`config.mk`:
```
export PLATFORM = sky130hd
export DESIGN_NAME = button_set_single_pulse_timer_flat
export DESIGN_NICKNAME = d
export VERILOG_FILES = /design/src/bsspt_pkg.sv /design/src/bsspt_if.sv /design/src/bsspt_step.sv /design/src/button_set_single_pulse_timer.sv /design/src/flat_wrapper.sv
export SDC_FILE = /design/constraint.sdc
export NUM_CORES = 1
export LEC_CHECK = 0
export BUFFER_PORTS_ARGS = -buffer_cell sky130_fd_sc_hd__buf_2
export CAP_MARGIN = 20
export CORE_ASPECT_RATIO = 0.8
export CORE_UTILIZATION = 64
export CTS_CLUSTER_SIZE = 8
export DETAILED_ROUTE_END_ITERATION = 6
export PLACE_DENSITY_LB_ADDON = 0.3
export REMOVE_ABC_BUFFERS = 1
export SLEW_MARGIN = 20
export SYNTH_ARGS = -nofsm -noshare
export SYNTH_HDL_FRONTEND = slang
export SYNTH_SLANG_ARGS = --single-unit
```
`constraint.sdc`:
```
create_clock -name i_clk -period 8.4 [get_ports i_clk]
set_clock_uncertainty 0.15 [all_clocks]
set_input_delay 2.52 -clock i_clk [delete_from_list [all_inputs] [get_ports i_clk]]
set_output_delay 2.52 -clock i_clk [all_outputs]
set_load 0.1 [all_outputs]
```
`src/bsspt_pkg.sv`:
```
// Shared types, constants and helper functions for the button-set single-pulse timer.
`default_nettype none
package bsspt_pkg;

    localparam int C_TW      = 16;
    localparam int C_DUR_W   = 8;
    localparam int C_MS_W    = 14;
    localparam int C_UNIT_W  = 7;
    localparam int C_PULSE_W = C_DUR_W + C_UNIT_W;
    localparam int C_IDX_W   = 3;
    localparam int C_DATA_W  = 14;

    localparam logic [C_TW-1:0] C_TMAX = '1;

    // Configuration register indexes.
    localparam logic [C_IDX_W-1:0] CFG_START_DURATION  = 3'd0;
    localparam logic [C_IDX_W-1:0] CFG_MIN_DURATION    = 3'd1;
    localparam logic [C_IDX_W-1:0] CFG_MAX_DURATION    = 3'd2;
    localparam logic [C_IDX_W-1:0] CFG_HOLD_DELAY      = 3'd3;
    localparam logic [C_IDX_W-1:0] CFG_REPEAT_INTERVAL = 3'd4;
    localparam logic [C_IDX_W-1:0] CFG_REST_TIME       = 3'd5;
    localparam logic [C_IDX_W-1:0] CFG_UNIT_MS         = 3'd6;

    // Reset values of the configuration registers.
    localparam logic [C_DUR_W-1:0]  RST_START_DURATION  = 8'd1;
    localparam logic [C_DUR_W-1:0]  RST_MIN_DURATION    = 8'd1;
    localparam logic [C_DUR_W-1:0]  RST_MAX_DURATION    = 8'd99;
    localparam logic [C_MS_W-1:0]   RST_HOLD_DELAY      = 14'd500;
    localparam logic [C_MS_W-1:0]   RST_REPEAT_INTERVAL = 14'd100;
    localparam logic [C_MS_W-1:0]   RST_REST_TIME       = 14'd500;
    localparam logic [C_UNIT_W-1:0] RST_UNIT_MS         = 7'd10;

    typedef enum logic [2:0] {
        MODE_IDLE   = 3'd0,
        MODE_HOLD   = 3'd1,
        MODE_REPEAT = 3'd2,
        MODE_FIRE   = 3'd3,
        MODE_REST   = 3'd4
    } t_mode;

    typedef struct packed {
        t_mode              mode;
        logic [C_DUR_W-1:0] duration;
        logic               step_up;
        logic [C_TW-1:0]    hold_t;
        logic [C_TW-1:0]    rep_t;
        logic [C_TW-1:0]    fire_t;
    } t_state;

    // Wait thresholds, already lowered below the timer maximum.
    typedef struct packed {
        logic [C_TW-1:0]    hold_lim;
        logic [C_TW-1:0]    rep_lim;
        logic [C_TW-1:0]    pulse_lim;
        logic [C_TW-1:0]    rest_lim;
        logic [C_DUR_W-1:0] min_dur;
        logic [C_DUR_W-1:0] max_dur;
    } t_limits;

    // Saturating one-millisecond timer increment.
    function automatic logic [C_TW-1:0] f_tick(input logic [C_TW-1:0] t);
        return (t < C_TMAX) ? t + 1'b1 : C_TMAX;
    endfunction

    // A threshold at or above the timer maximum becomes the maximum minus one.
    function automatic logic [C_TW-1:0] f_limit(input logic [C_TW:0] thr);
        logic [C_TW:0] tmax_ext;
        tmax_ext = {1'b0, C_TMAX};
        return (thr < tmax_ext) ? thr[C_TW-1:0] : C_TMAX - 1'b1;
    endfunction

    // One step of the duration, refused at the limit in that direction.
    function automatic logic [C_DUR_W-1:0] f_step(
        input logic [C_DUR_W-1:0] d,
        input logic               up,
        input logic [C_DUR_W-1:0] mn,
        input logic [C_DUR_W-1:0] mx
    );
        logic [C_DUR_W-1:0] r;
        r = d;
        if (up) begin
            if (d < mx) r = d + 1'b1;
        end else begin
            if (d > mn) r = d - 1'b1;
        end
        return r;
    endfunction

endpackage
`default_nettype wire

```
`src/bsspt_if.sv`:
```
// Handshake channel interfaces: tick input, result output and configuration write.
`default_nettype none
interface bsspt_in_if;
    logic valid;
    logic ready;
    logic right_pressed;
    logic left_pressed;
    logic fire_pressed;
    logic right_released;
    logic left_released;
    modport source (output valid, right_pressed, left_pressed, fire_pressed,
                    right_released, left_released, input ready);
    modport sink   (input valid, right_pressed, left_pressed, fire_pressed,
                    right_released, left_released, output ready);
endinterface

interface bsspt_out_if;
    logic       valid;
    logic       ready;
    logic       pulse_level;
    logic [7:0] duration_value;
    logic [2:0] mode;
    logic       save_strobe;
    modport source (output valid, pulse_level, duration_value, mode, save_strobe,
                    input ready);
    modport sink   (input valid, pulse_level, duration_value, mode, save_strobe,
                    output ready);
endinterface

interface bsspt_cfg_if;
    logic        valid;
    logic        ready;
    logic [2:0]  index;
    logic [13:0] data;
    modport source (output valid, index, data, input ready);
    modport sink   (input valid, index, data, output ready);
endinterface
`default_nettype wire

```
`src/bsspt_step.sv`:
```
// Next-state logic for one millisecond tick of the timer.
`default_nettype none
module bsspt_step
    import bsspt_pkg::*;
(
    input  wire t_state  i_state,
    input  wire t_limits i_lim,
    input  wire logic    i_right_pressed,
    input  wire logic    i_left_pressed,
    input  wire logic    i_fire_pressed,
    input  wire logic    i_right_released,
    input  wire logic    i_left_released,
    output t_state       o_state,
    output logic         o_save
);

    logic released;

    assign released = i_right_released || i_left_released;

    always_comb begin
        o_state = i_state;
        o_save  = 1'b0;
        case (i_state.mode)
            MODE_HOLD: begin
                o_state.hold_t = f_tick(i_state.hold_t);
                o_state.rep_t  = f_tick(i_state.rep_t);
                // Expiry wins over a release on the same tick.
                if (o_state.hold_t > i_lim.hold_lim) begin
                    o_state.mode = MODE_REPEAT;
                end else if (released) begin
                    o_state.mode = MODE_IDLE;
                end
            end
            MODE_REPEAT: begin
                o_state.rep_t = f_tick(i_state.rep_t);
                if (released) begin
                    o_state.mode = MODE_IDLE;
                end else if (o_state.rep_t > i_lim.rep_lim) begin
                    o_state.rep_t    = '0;
                    o_state.duration = f_step(i_state.duration, i_state.step_up,
                                              i_lim.min_dur, i_lim.max_dur);
                end
            end
            MODE_FIRE: begin
                o_state.fire_t = f_tick(i_state.fire_t);
                if (o_state.fire_t > i_lim.pulse_lim) begin
                    o_state.mode = MODE_REST;
                end
            end
            MODE_REST: begin
                o_state.fire_t = f_tick(i_state.fire_t);
                if (o_state.fire_t > i_lim.rest_lim) begin
                    o_state.mode = MODE_IDLE;
                end
            end
            default: begin
                if (i_right_pressed || i_left_pressed) begin
                    o_state.mode     = MODE_HOLD;
                    o_state.hold_t   = '0;
                    o_state.rep_t    = '0;
                    o_state.step_up  = i_right_pressed;
                    o_state.duration = f_step(i_state.duration, i_right_pressed,
                                              i_lim.min_dur, i_lim.max_dur);
                end else if (i_fire_pressed) begin
                    o_state.mode   = MODE_FIRE;
                    o_state.fire_t = '0;
                    o_save         = 1'b1;
                end else begin
                    o_state.mode = MODE_IDLE;
                end
            end
        endcase
    end

endmodule
`default_nettype wire

```
`src/button_set_single_pulse_timer.sv`:
```
// Top level of the button-set single-pulse timer.
// The result beat for a tick appears in the cycle after the tick beat is accepted.
// Throughput: one tick per cycle with o_out.ready high; mode, timers, duration step as one.
// The output register lets a new tick in while the current result is being taken.
// Reset (synchronous, active low) restores the configuration registers to their values,
// loads the duration from start_duration and puts the block in idle with timers cleared.
`default_nettype none
module button_set_single_pulse_timer
    import bsspt_pkg::*;
(
    input  wire logic    i_clk,
    input  wire logic    i_rst_n,
    bsspt_in_if.sink     i_in,
    bsspt_out_if.source  o_out,
    bsspt_cfg_if.sink    i_cfg
);

    // Configuration registers.
    logic [C_DUR_W-1:0]  r_min_dur;
    logic [C_DUR_W-1:0]  r_max_dur;
    logic [C_MS_W-1:0]   r_hold_delay;
    logic [C_MS_W-1:0]   r_rep_interval;
    logic [C_MS_W-1:0]   r_rest_time;
    logic [C_UNIT_W-1:0] r_unit;

    // Timer state.
    t_state              r_state;
    t_state              n_state;

    // Result register.
    logic                r_out_valid;
    logic                r_pulse;
    logic [C_DUR_W-1:0]  r_dur_out;
    logic [2:0]          r_mode_out;
    logic                r_save;

    t_limits              lim;
    logic [C_PULSE_W-1:0] pulse_len;
    logic [C_TW:0]        rest_sum;
    logic                 n_save;
    logic                 in_beat;
    logic                 cfg_beat;

    assign i_cfg.ready = 1'b1;
    assign cfg_beat    = i_cfg.valid && i_cfg.ready;

    // A tick is taken whenever the result register is empty or is being emptied.
    assign i_in.ready  = !r_out_valid || o_out.ready;
    assign in_beat     = i_in.valid && i_in.ready;

    // The pulse length is the duration times the unit, and the rest ends that many
    // milliseconds plus the rest time after the fire press. Both follow the current
    // registers directly, so a write made while the pulse or the rest runs takes
    // effect on the very next tick.
    assign pulse_len = C_PULSE_W'(r_state.duration) * C_PULSE_W'(r_unit);
    assign rest_sum  = (C_TW + 1)'(pulse_len) + (C_TW + 1)'(r_rest_time);

    always_comb begin
        lim.hold_lim  = f_limit((C_TW + 1)'(r_hold_delay));
        lim.rep_lim   = f_limit((C_TW + 1)'(r_rep_interval));
        lim.pulse_lim = f_limit((C_TW + 1)'(pulse_len));
        lim.rest_lim  = f_limit(rest_sum);
        lim.min_dur   = r_min_dur;
        lim.max_dur   = r_max_dur;
    end

    bsspt_step u_step (
        .i_state          (r_state),
        .i_lim            (lim),
        .i_right_pressed  (i_in.right_pressed),
        .i_left_pressed   (i_in.left_pressed),
        .i_fire_pressed   (i_in.fire_pressed),
        .i_right_released (i_in.right_released),
        .i_left_released  (i_in.left_released),
        .o_state          (n_state),
        .o_save           (n_save)
    );

    // Configuration writes. A start_duration write goes straight into the duration
    // held in the timer state, so it needs no register of its own here.
    always_ff @(posedge i_clk) begin
        if (!i_rst_n) begin
            r_min_dur      <= RST_MIN_DURATION;
            r_max_dur      <= RST_MAX_DURATION;
            r_hold_delay   <= RST_HOLD_DELAY;
            r_rep_interval <= RST_REPEAT_INTERVAL;
            r_rest_time    <= RST_REST_TIME;
            r_unit         <= RST_UNIT_MS;
        end else if (cfg_beat) begin
            case (i_cfg.index)
                CFG_MIN_DURATION:    r_min_dur      <= i_cfg.data[C_DUR_W-1:0];
                CFG_MAX_DURATION:    r_max_dur      <= i_cfg.data[C_DUR_W-1:0];
                CFG_HOLD_DELAY:      r_hold_delay   <= i_cfg.data[C_MS_W-1:0];
                CFG_REPEAT_INTERVAL: r_rep_interval <= i_cfg.data[C_MS_W-1:0];
                CFG_REST_TIME:       r_rest_time    <= i_cfg.data[C_MS_W-1:0];
                CFG_UNIT_MS:         r_unit         <= i_cfg.data[C_UNIT_W-1:0];
                default: begin
                end
            endcase
        end
    end

    // Timer state. The user must write configuration only while no tick is in flight, so
    // a start duration write and a tick beat never meet; the block does not enforce it.
    always_ff @(posedge i_clk) begin
        if (!i_rst_n) begin
            r_state.mode     <= MODE_IDLE;
            r_state.duration <= RST_START_DURATION;
            r_state.step_up  <= 1'b1;
            r_state.hold_t   <= '0;
            r_state.rep_t    <= '0;
            r_state.fire_t   <= '0;
        end else if (cfg_beat && (i_cfg.index == CFG_START_DURATION)) begin
            r_state.duration <= i_cfg.data[C_DUR_W-1:0];
        end else if (in_beat) begin
            r_state <= n_state;
        end
    end

    // Result register: holds the state after the tick until it is taken.
    always_ff @(posedge i_clk) begin
        if (!i_rst_n) begin
            r_out_valid <= 1'b0;
        end else if (in_beat) begin
            r_out_valid <= 1'b1;
        end else if (o_out.ready) begin
            r_out_valid <= 1'b0;
        end
    end

    always_ff @(posedge i_clk) begin
        if (in_beat) begin
            r_pulse    <= (n_state.mode == MODE_FIRE);
            r_dur_out  <= n_state.duration;
            r_mode_out <= n_state.mode;
            r_save     <= n_save;
        end
    end

    assign o_out.valid          = r_out_valid;
    assign o_out.pulse_level    = r_pulse;
    assign o_out.duration_value = r_dur_out;
    assign o_out.mode           = r_mode_out;
    assign o_out.save_strobe    = r_save;

endmodule
`default_nettype wire
```
`src/flat_wrapper.sv`:
```
// flat-port wrapper written by rule: the top's interface ports become plain ports
module button_set_single_pulse_timer_flat import bsspt_pkg::*;
  (i_clk, i_rst_n, i_in_valid, i_in_right_pressed, i_in_left_pressed, i_in_fire_pressed, i_in_right_released, i_in_left_released, i_in_ready, o_out_valid, o_out_pulse_level, o_out_duration_value, o_out_mode, o_out_save_strobe, o_out_ready, i_cfg_valid, i_cfg_index, i_cfg_data, i_cfg_ready);
  bsspt_in_if i_in_i ();
  bsspt_out_if o_out_i ();
  bsspt_cfg_if i_cfg_i ();
  input  wire logic i_clk;
  input  wire logic i_rst_n;
  input wire logic [$bits(i_in_i.valid)-1:0] i_in_valid;
  input wire logic [$bits(i_in_i.right_pressed)-1:0] i_in_right_pressed;
  input wire logic [$bits(i_in_i.left_pressed)-1:0] i_in_left_pressed;
  input wire logic [$bits(i_in_i.fire_pressed)-1:0] i_in_fire_pressed;
  input wire logic [$bits(i_in_i.right_released)-1:0] i_in_right_released;
  input wire logic [$bits(i_in_i.left_released)-1:0] i_in_left_released;
  output wire logic [$bits(i_in_i.ready)-1:0] i_in_ready;
  output wire logic [$bits(o_out_i.valid)-1:0] o_out_valid;
  output wire logic [$bits(o_out_i.pulse_level)-1:0] o_out_pulse_level;
  output wire logic [$bits(o_out_i.duration_value)-1:0] o_out_duration_value;
  output wire logic [$bits(o_out_i.mode)-1:0] o_out_mode;
  output wire logic [$bits(o_out_i.save_strobe)-1:0] o_out_save_strobe;
  input wire logic [$bits(o_out_i.ready)-1:0] o_out_ready;
  input wire logic [$bits(i_cfg_i.valid)-1:0] i_cfg_valid;
  input wire logic [$bits(i_cfg_i.index)-1:0] i_cfg_index;
  input wire logic [$bits(i_cfg_i.data)-1:0] i_cfg_data;
  output wire logic [$bits(i_cfg_i.ready)-1:0] i_cfg_ready;
  assign i_in_i.valid = i_in_valid;
  assign i_in_i.right_pressed = i_in_right_pressed;
  assign i_in_i.left_pressed = i_in_left_pressed;
  assign i_in_i.fire_pressed = i_in_fire_pressed;
  assign i_in_i.right_released = i_in_right_released;
  assign i_in_i.left_released = i_in_left_released;
  assign i_in_ready = i_in_i.ready;
  assign o_out_valid = o_out_i.valid;
  assign o_out_pulse_level = o_out_i.pulse_level;
  assign o_out_duration_value = o_out_i.duration_value;
  assign o_out_mode = o_out_i.mode;
  assign o_out_save_strobe = o_out_i.save_strobe;
  assign o_out_i.ready = o_out_ready;
  assign i_cfg_i.valid = i_cfg_valid;
  assign i_cfg_i.index = i_cfg_index;
  assign i_cfg_i.data = i_cfg_data;
  assign i_cfg_ready = i_cfg_i.ready;
  button_set_single_pulse_timer u_core (.i_clk(i_clk), .i_rst_n(i_rst_n), .i_in(i_in_i), .o_out(o_out_i), .i_cfg(i_cfg_i));
endmodule
```
==> impl_metrics.toml, run 1 <==
[synth]
syn_inst = 1385
synth_area_leaders = "dfxtp_1 (23%), ha_1 (14%), nand2_1 (7.2%)"
synth_top_area_share_pct = 23.0
synth_edf_count = 13
netlist_area_um2 = 10900
synth_flop_cell = "dfxtp_1"
ys_seq_elements = 139
synth_seq_area_share_pct = 26.6
avgSynthCellArea_um2 = 7.91
yosysWarnings = 0
synth_top_area_cell = "dfxtp_1"
async_flop_share_pct = 0
ys_types = 71

[cts]
cts_resized = 0
clk_latency_ps = 430
clk_transition_reported_paths_ps = 60
cts.sinks = 139
cts_hold_buffers = 0
root_buffer = "clkbuf_16"
htree_levels = 4
cts_tree = "done"
post_cts_buffers = 0
cts_buffers = 17
clock_path_buffers = 2

[placed_design]
place_inst = 1600
place_congestion = 0.914
port_buffers = 41
dpl-instance-area_um2 = 11300
hpwl_um = 20500

[floorplan]
ioPinCount = 43
die-width_um = 148
num_rows = 42
die-height_um = 119
die-area_um2 = 17600
coreArea_um2 = 16700
start_util_pct = 65.7

[timing]
rsz0062_at_grt = "no"
period_minus_slack_ps = 7440
final_hold_viol_count = 0
relSlewSlack_pct = 23.3
slew_viol_final = 0
fin_crit_sh_pct = 88.6
hold-worst-slack_ps = 306
fmax_ghz = 0.134
final-setup-viol-count = 0
setup_tns_ps = 0
worstMarginPinSlew_ps = 1150

[global_route]
grt_pass1_wl_um = 46700
grt_overflow = 0
grt_max_degree = 67
grt_pass1_vias = 9318
antenna_found_initial = 0
track_usage_pct = 33.4

[run_status]
outcome = "completed"

[power_and_ir_drop]
power_leakage_nw = 5.39
p_int_mw = 1.35
power.density_nw_per_um2 = 180
p_sw_share_pct = 36.8
vdd_ir_drop_max_uv = 159
power_switching_mw = 0.786
seq_power_share_pct = 34.5
pwr-share-clk_pct = 33.9
combPwrFrac_pct = 31.6

[finish]
design_area_um2 = 11800
utilization_pct = 71.1
drive_above_1_share_pct = 7.44
diodes = 0
final_cell_mix = "nand2_1 (210), ha_1 (126), dfxtp_1 (126)"
nets = 1582
final_common_cell = "nand2_1"
area_growth_pct = 8.22
layout.cells.non_filler = 1632

[routing]
drt_iter0_drc = 987
viasPerCell = 6.18
wl_per_cell_um = 17.5
drc = 0
ant_nets = 0
num_vias = 10082
wl_um = 28500
first_pass_iters = 6

[worst_setup_path]
max_stage_delay_ps = 670
slowest_stage = "dfxtp_1"
crit_type = "reg -> reg"
cp_max_fo = 17
critPathLaunchType = "flip-flop"
worstPathArrival_ps = 7470
required_ps = 8430
crit_path_end_kind = "flip-flop"

[job]
drv_cap = 0

[min_path]
hp-class = "reg -> reg"
[metrics by stage]
stage / power, mW / setup WS (ps)
6_report: 2.13 / 961
5_1_grt: 2.25 / 468
4_1_cts: 2.12 / 1010
3_5_place_dp: 1.40 / 1030
3_3_place_gp: 1.38 / 1300
2_1_floorplan: 1.24 / 1720
[per-layer routing]
metal  routed length, um  GRT usage [%]  part of all wire, %  vias up
met5                   0              0                    0        -
met4                 648           9.28                  2.3        0
met3                2670           6.44                  9.4       61
met2               12400           50.9                   44      429
met1               12800           47.9                   45     4727
li1                    -              -                    -     4865
[power by group through the flow]
| stage | registers (mW) | clock network (mW) | logic (mW) |
|---|---|---|---|
| global route | 0.740 | 0.763 | 0.742 |
| finish | 0.737 | 0.723 | 0.675 |
| floorplan | 0.827 | 0 | 0.416 |
| global placement | 0.748 | 0 | 0.636 |
| CTS | 0.735 | 0.723 | 0.662 |
| detailed placement | 0.749 | 0 | 0.653 |
[final timing paths]
check | start | end | slack, ps | cells after the start
hold / removal | u_core.r_rep_interval[4] | u_core.r_rep_interval[4] | 310 | 2
hold reg to reg | u_core.r_rep_interval[4] | u_core.r_rep_interval[4] | 310 | 2
setup reg to reg | u_core.r_state[50] | u_core.o_out.mode[2] | 960 | 28
setup / recovery | u_core.r_state[50] | u_core.o_out.mode[2] | 960 | 28
[flip-flops by register name, indices dropped and copies added (netlist names)]
register,cells
u_core.r_state,60
u_core.r_hold_delay,14
u_core.r_rep_interval,14
u_core.r_rest_time,14
u_core.o_out.duration_value,8
u_core.r_max_dur,8
u_core.r_min_dur,8
u_core.r_unit,7
u_core.o_out.mode,3
u_core.o_out.pulse_level,1
u_core.o_out.save_strobe,1
u_core.o_out.valid,1
[area by class of cell]
type / instances / area, um2
clock buffers: 21 / 482
clock inverters: 11 / 81.3
fillers: 1319 / 4810
flip-flops and latches: 139 / 2910
multi-input cells: 1076 / 7400
well taps: 220 / 275
repair buffers: 49 / 265
inverters: 116 / 435
[cells by family after synthesis]
logic type      count (synthesis)  share of synthesized area (%)
compound gates                312                           18.8
xor+xnor                       61                           4.88
fa+ha+maj                     156                           19.9
buf+inv                       170                           5.89
flops                         139                           26.6
mux                             5                          0.503
other cells                     1                         0.0342
simple gates                  541                           23.4
[Yosys cell counts, types with 27 or more instances]
cell      instances
dfxtp_1         126
nand2_1         210
clkbuf_1         50
a21oi_1          97
xor2_1           34
a22oi_1          44
ha_1            126
and2_1           54
xnor2_1          27
fa_1             30
nor2_1          101
o21ai_0          42
inv_1           116
nand3_1          58
[worst max-delay path: cells and delay by family, from the launching register on]
kind	cells	cell delay, ps
compound gates	11	2030
xor+xnor	1	210
fa+ha+maj	7	3030
buf+inv	4	190
flops	1	670
simple gates	5	890
Power figures use the tool's default switching activity.
==> run 2, diff against run 1 <==
- CTS_BUF_LIST: not set -> sky130_fd_sc_hd__clkbuf_16
- SKIP_CTS_REPAIR_TIMING: not set -> 1
==> impl_metrics.toml, run 2 (same netlist as run 1, synthesis figures left out) <==
[run_status]
outcome = "completed"

[floorplan]
die-height_um = 119
die-width_um = 148
start_util_pct = 65.7
die-area_um2 = 17600
num_rows = 42
ioPinCount = 43
coreArea_um2 = 16700

[timing]
rsz0062_at_grt = "no"
period_minus_slack_ps = 7430
fmax_ghz = 0.135
relSlewSlack_pct = 22.8
setup_tns_ps = 0
final-setup-viol-count = 0
fin_crit_sh_pct = 88.4
worstMarginPinSlew_ps = 1150
slew_viol_final = 0
final_hold_viol_count = 0

[cts]
clk_transition_reported_paths_ps = 60
cts_tree = "done"
cts_buffers = 17
htree_levels = 4
clock_path_buffers = 2
cts.sinks = 139
root_buffer = "clkbuf_16"
clk_latency_ps = 430

[finish]
final_common_cell = "nand2_1"
diodes = 0
final_cell_mix = "nand2_1 (210), ha_1 (126), dfxtp_1 (126)"
largest_register_ffs = 60
area_growth_pct = 8.03
nets = 1582
largest_register = "u_core.r_state"
utilization_pct = 71.0
drive_above_1_share_pct = 7.29

[global_route]
grt_pass1_vias = 9353
grt_max_degree = 67
grt_overflow = 0
grt_pass1_wl_um = 46700
track_usage_pct = 33.4
antenna_found_initial = 0

[worst_setup_path]
r2r-end = "u_core.o_out.mode[2]"
slowest_stage = "dfxtp_1"
required_ps = 8430
critPathLaunchType = "flip-flop"
crit_path_end_kind = "flip-flop"
cp_max_fo = 17
r2r_slack_ps = 970
regToRegStartpoint = "u_core.r_state[50]"
crit_family = "adder cells"
critical_path_buf_inv_count = 4
crit_type = "reg -> reg"
reg2reg_depth = 28
max_stage_delay_ps = 670
crit_start = "u_core.r_state[50]"
worstPathArrival_ps = 7460
crit_cells = 28
endpoint = "u_core.o_out.mode[2]"

[routing]
drt_iter0_drc = 1062
viasPerCell = 6.22
num_vias = 10153
ant_nets = 0
first_pass_iters = 6
drc = 0
wl_per_cell_um = 17.5
wl_um = 28600

[placed_design]
hpwl_um = 20500
place_congestion = 0.914
port_buffers = 41

[job]
drv_cap = 0

[power_and_ir_drop]
power_leakage_nw = 5.38
power.density_nw_per_um2 = 179
vdd_ir_drop_max_uv = 160

[min_path]
hp-class = "reg -> reg"
[run 2: changes by cell type in the layout (fill, tap and decap cells not counted), sizes merged]
cell / previous run / this run
clkbuf: 21 / 18
inv: 121 / 122
clkinv: 5 / 7
[run 2: how the worst min path moves through the flow]
stage | slack (ps) | cells past startpoint | end | startpoint
floorplan | 290 | 2 | u_core.r_hold_delay[10] | u_core.r_hold_delay[10]
global placement | 290 | 2 | u_core.r_hold_delay[12] | u_core.r_hold_delay[12]
detailed placement | 300 | 2 | u_core.r_hold_delay[12] | u_core.r_hold_delay[12]
CTS | 310 | 2 | u_core.r_min_dur[5] | u_core.r_min_dur[5]
global route | 320 | 2 | u_core.r_hold_delay[9] | u_core.r_hold_delay[9]
finish | 310 | 2 | u_core.r_rep_interval[4] | u_core.r_rep_interval[4]
[run 2: cell type report]
| cell class | instances | area (um2) |
|---|---|---|
| sequential | 139 | 2910 |
| clock buffer | 18 | 450 |
| multi-input combinational | 1076 | 7400 |
| inverter | 116 | 435 |
| tap | 220 | 275 |
| timing repair buffer | 49 | 265 |
| clock inverter | 14 | 92.6 |
| fill | 1321 | 4830 |
[run 2: power by group]
part           internal (mW)  leakage, nW  switching [mW]
logic                  0.231         3.96           0.444
clock network          0.395        0.274           0.308
registers              0.703         1.15          0.0333
total                   1.33         5.38           0.785
[run 2: layer usage]
layer,wire (um),GRT usage (%),vias up
met3,2800,6.21,74
li1,-,-,4866
met1,12600,47.5,4732
met4,744,10.2,0
met5,0,0,-
met2,12500,51.3,481
[run 2: through the flow]
step                      hold WS [ps]  total power, mW  instance area, um2  instances  worst slack [ps]
after floorplan                    286             1.24               10700       1331              1720
after global placement             292             1.38               11300       1600              1300
after detailed placement           297             1.40               11300       1600              1030
after CTS                          306             2.10               11800       1632              1010
after global routing               323             2.22               11800       1632               468
final                              307             2.11               11800       1632               974
[run 2: worst register-to-register path, delay by kind of cell (launching register included)]
kind | cells | cell delay [ps]
simple gates | 5 | 900
buf+inv | 4 | 190
compound gates | 11 | 2010
fa+ha+maj | 7 | 3020
xor+xnor | 1 | 210
flops | 1 | 670
==> run 3, diff against run 2 <==
- MAX_ROUTING_LAYER: not set -> met4
==> impl_metrics.toml, run 3 (same netlist as run 1, synthesis figures left out) <==
[run_status]
outcome = "completed"

[power_and_ir_drop]
vdd_ir_drop_max_uv = 141
power_leakage_nw = 5.40
power.density_nw_per_um2 = 180
p_total_mw = 2.13

[routing]
viasPerCell = 6.09
first_pass_iters = 6
drc = 0
wl_um = 28000
wl_per_cell_um = 17.2
num_vias = 9940
ant_nets = 0
drt_iter0_drc = 997

[worst_setup_path]
slowest_stage = "dfxtp_1"
regToRegStartpoint = "u_core.r_state[50]"
required_ps = 8420
worstPathArrival_ps = 7360
crit_path_end_kind = "flip-flop"
cp_max_fo = 17
r2r-end = "u_core.o_out.mode[2]"
r2r_slack_ps = 1060
critPathLaunchType = "flip-flop"
reg2reg_depth = 28
max_stage_delay_ps = 650
crit_type = "reg -> reg"

[timing]
final-setup-viol-count = 0
fmax_ghz = 0.136
worstMarginPinSlew_ps = 1120
final_hold_viol_count = 0
setup_tns_ps = 0
slew_viol_final = 0
period_minus_slack_ps = 7340
fin_crit_sh_pct = 87.4
rsz0062_at_grt = "no"
relSlewSlack_pct = 25.4

[cts]
cts_buffers = 17
cts_tree = "done"
root_buffer = "clkbuf_16"
cts.sinks = 139
htree_levels = 4
clk_latency_ps = 420
clock_path_buffers = 2
clk_transition_reported_paths_ps = 60

[placed_design]
hpwl_um = 20300
place_congestion = 0.927
port_buffers = 41
place_inst = 1599

[global_route]
grt_overflow = 0
grt_pass1_vias = 9064
grt_pass1_wl_um = 45100
track_usage_pct = 33.3
antenna_found_initial = 0
grt_max_degree = 67

[finish]
diodes = 0
seq_area_um2 = 2910
largest_register = "u_core.r_state"
final_common_cell = "nand2_1"
area_growth_pct = 8.25
multi_input_area_um2 = 7390
final_cell_mix = "nand2_1 (210), ha_1 (126), dfxtp_1 (126)"
nFillCells = 1285
layout.cells.non_filler = 1632
largest_register_ffs = 60
drive_above_1_share_pct = 7.22
nets = 1582
utilization_pct = 71.2

[floorplan]
die-area_um2 = 17600
start_util_pct = 65.7
ioPinCount = 43
coreArea_um2 = 16700
num_rows = 42
die-width_um = 148
die-height_um = 119

[min_path]
min_from = "u_core.r_rep_interval[7]"
hp-class = "reg -> reg"
whs_path_depth = 2
whs_endpoint = "u_core.r_rep_interval[7]"

[job]
drv_cap = 0
-- run 3: area by class of cell --
type	instances	share of cell area, %
clock buffers	18	3.80
clock inverters	14	1.00
inverters	116	3.67
multi-input cells	1076	62.4
flip-flops and latches	139	24.6
well taps	220	2.32
repair buffers	49	2.24
-- run 3: worst max-delay path by stage --
stage	start	slack (ps)	end	cells after the start
finish	u_core.r_state[50]	1060	u_core.o_out.mode[2]	28
global route	u_core.r_state[50]	410	u_core.r_state[59]	29
CTS	u_core.r_state[50]	1090	u_core.o_out.mode[2]	28
detailed placement	u_core.r_state[50]	1100	u_core.o_out.mode[2]	28
global placement	u_core.r_state[50]	1280	u_core.o_out.mode[2]	28
floorplan	u_core.r_state[50]	1720	u_core.o_out.mode[2]	28
-- run 3: where the power goes --
| part | total, mW | internal [mW] | switching (mW) |
|---|---|---|---|
| combinational | 0.668 | 0.231 | 0.437 |
| sequential | 0.737 | 0.703 | 0.0332 |
| clock | 0.730 | 0.426 | 0.304 |
-- run 3: worst max-delay path, delay by kind of cell (launching register included) --
family | cells | cell delay (ps)
AOI/OAI and AO/OA | 11 | 2020
xor gates and xnor gates | 1 | 190
adders and majority gates | 7 | 3010
buffers and inverters | 4 | 190
DFF | 1 | 650
and+or+nand+nor | 5 | 840
-- run 3: metrics by stage --
stage	setup WS, ps	hold WS, ps	instance area (um2)
floorplan	1720	286	10700
global placement	1280	292	11300
detailed placement	1100	298	11300
CTS	1090	306	11800
global route	406	319	11900
finish	1060	303	11900
-- run 3: routing by layer --
layer	vias up	track usage, %	routed length (um)
li1	4867	-	-
met1	4647	45.4	12700
met2	381	49.1	12300
met3	45	8.12	2500
met4	0	9.02	440
met5	-	-	0
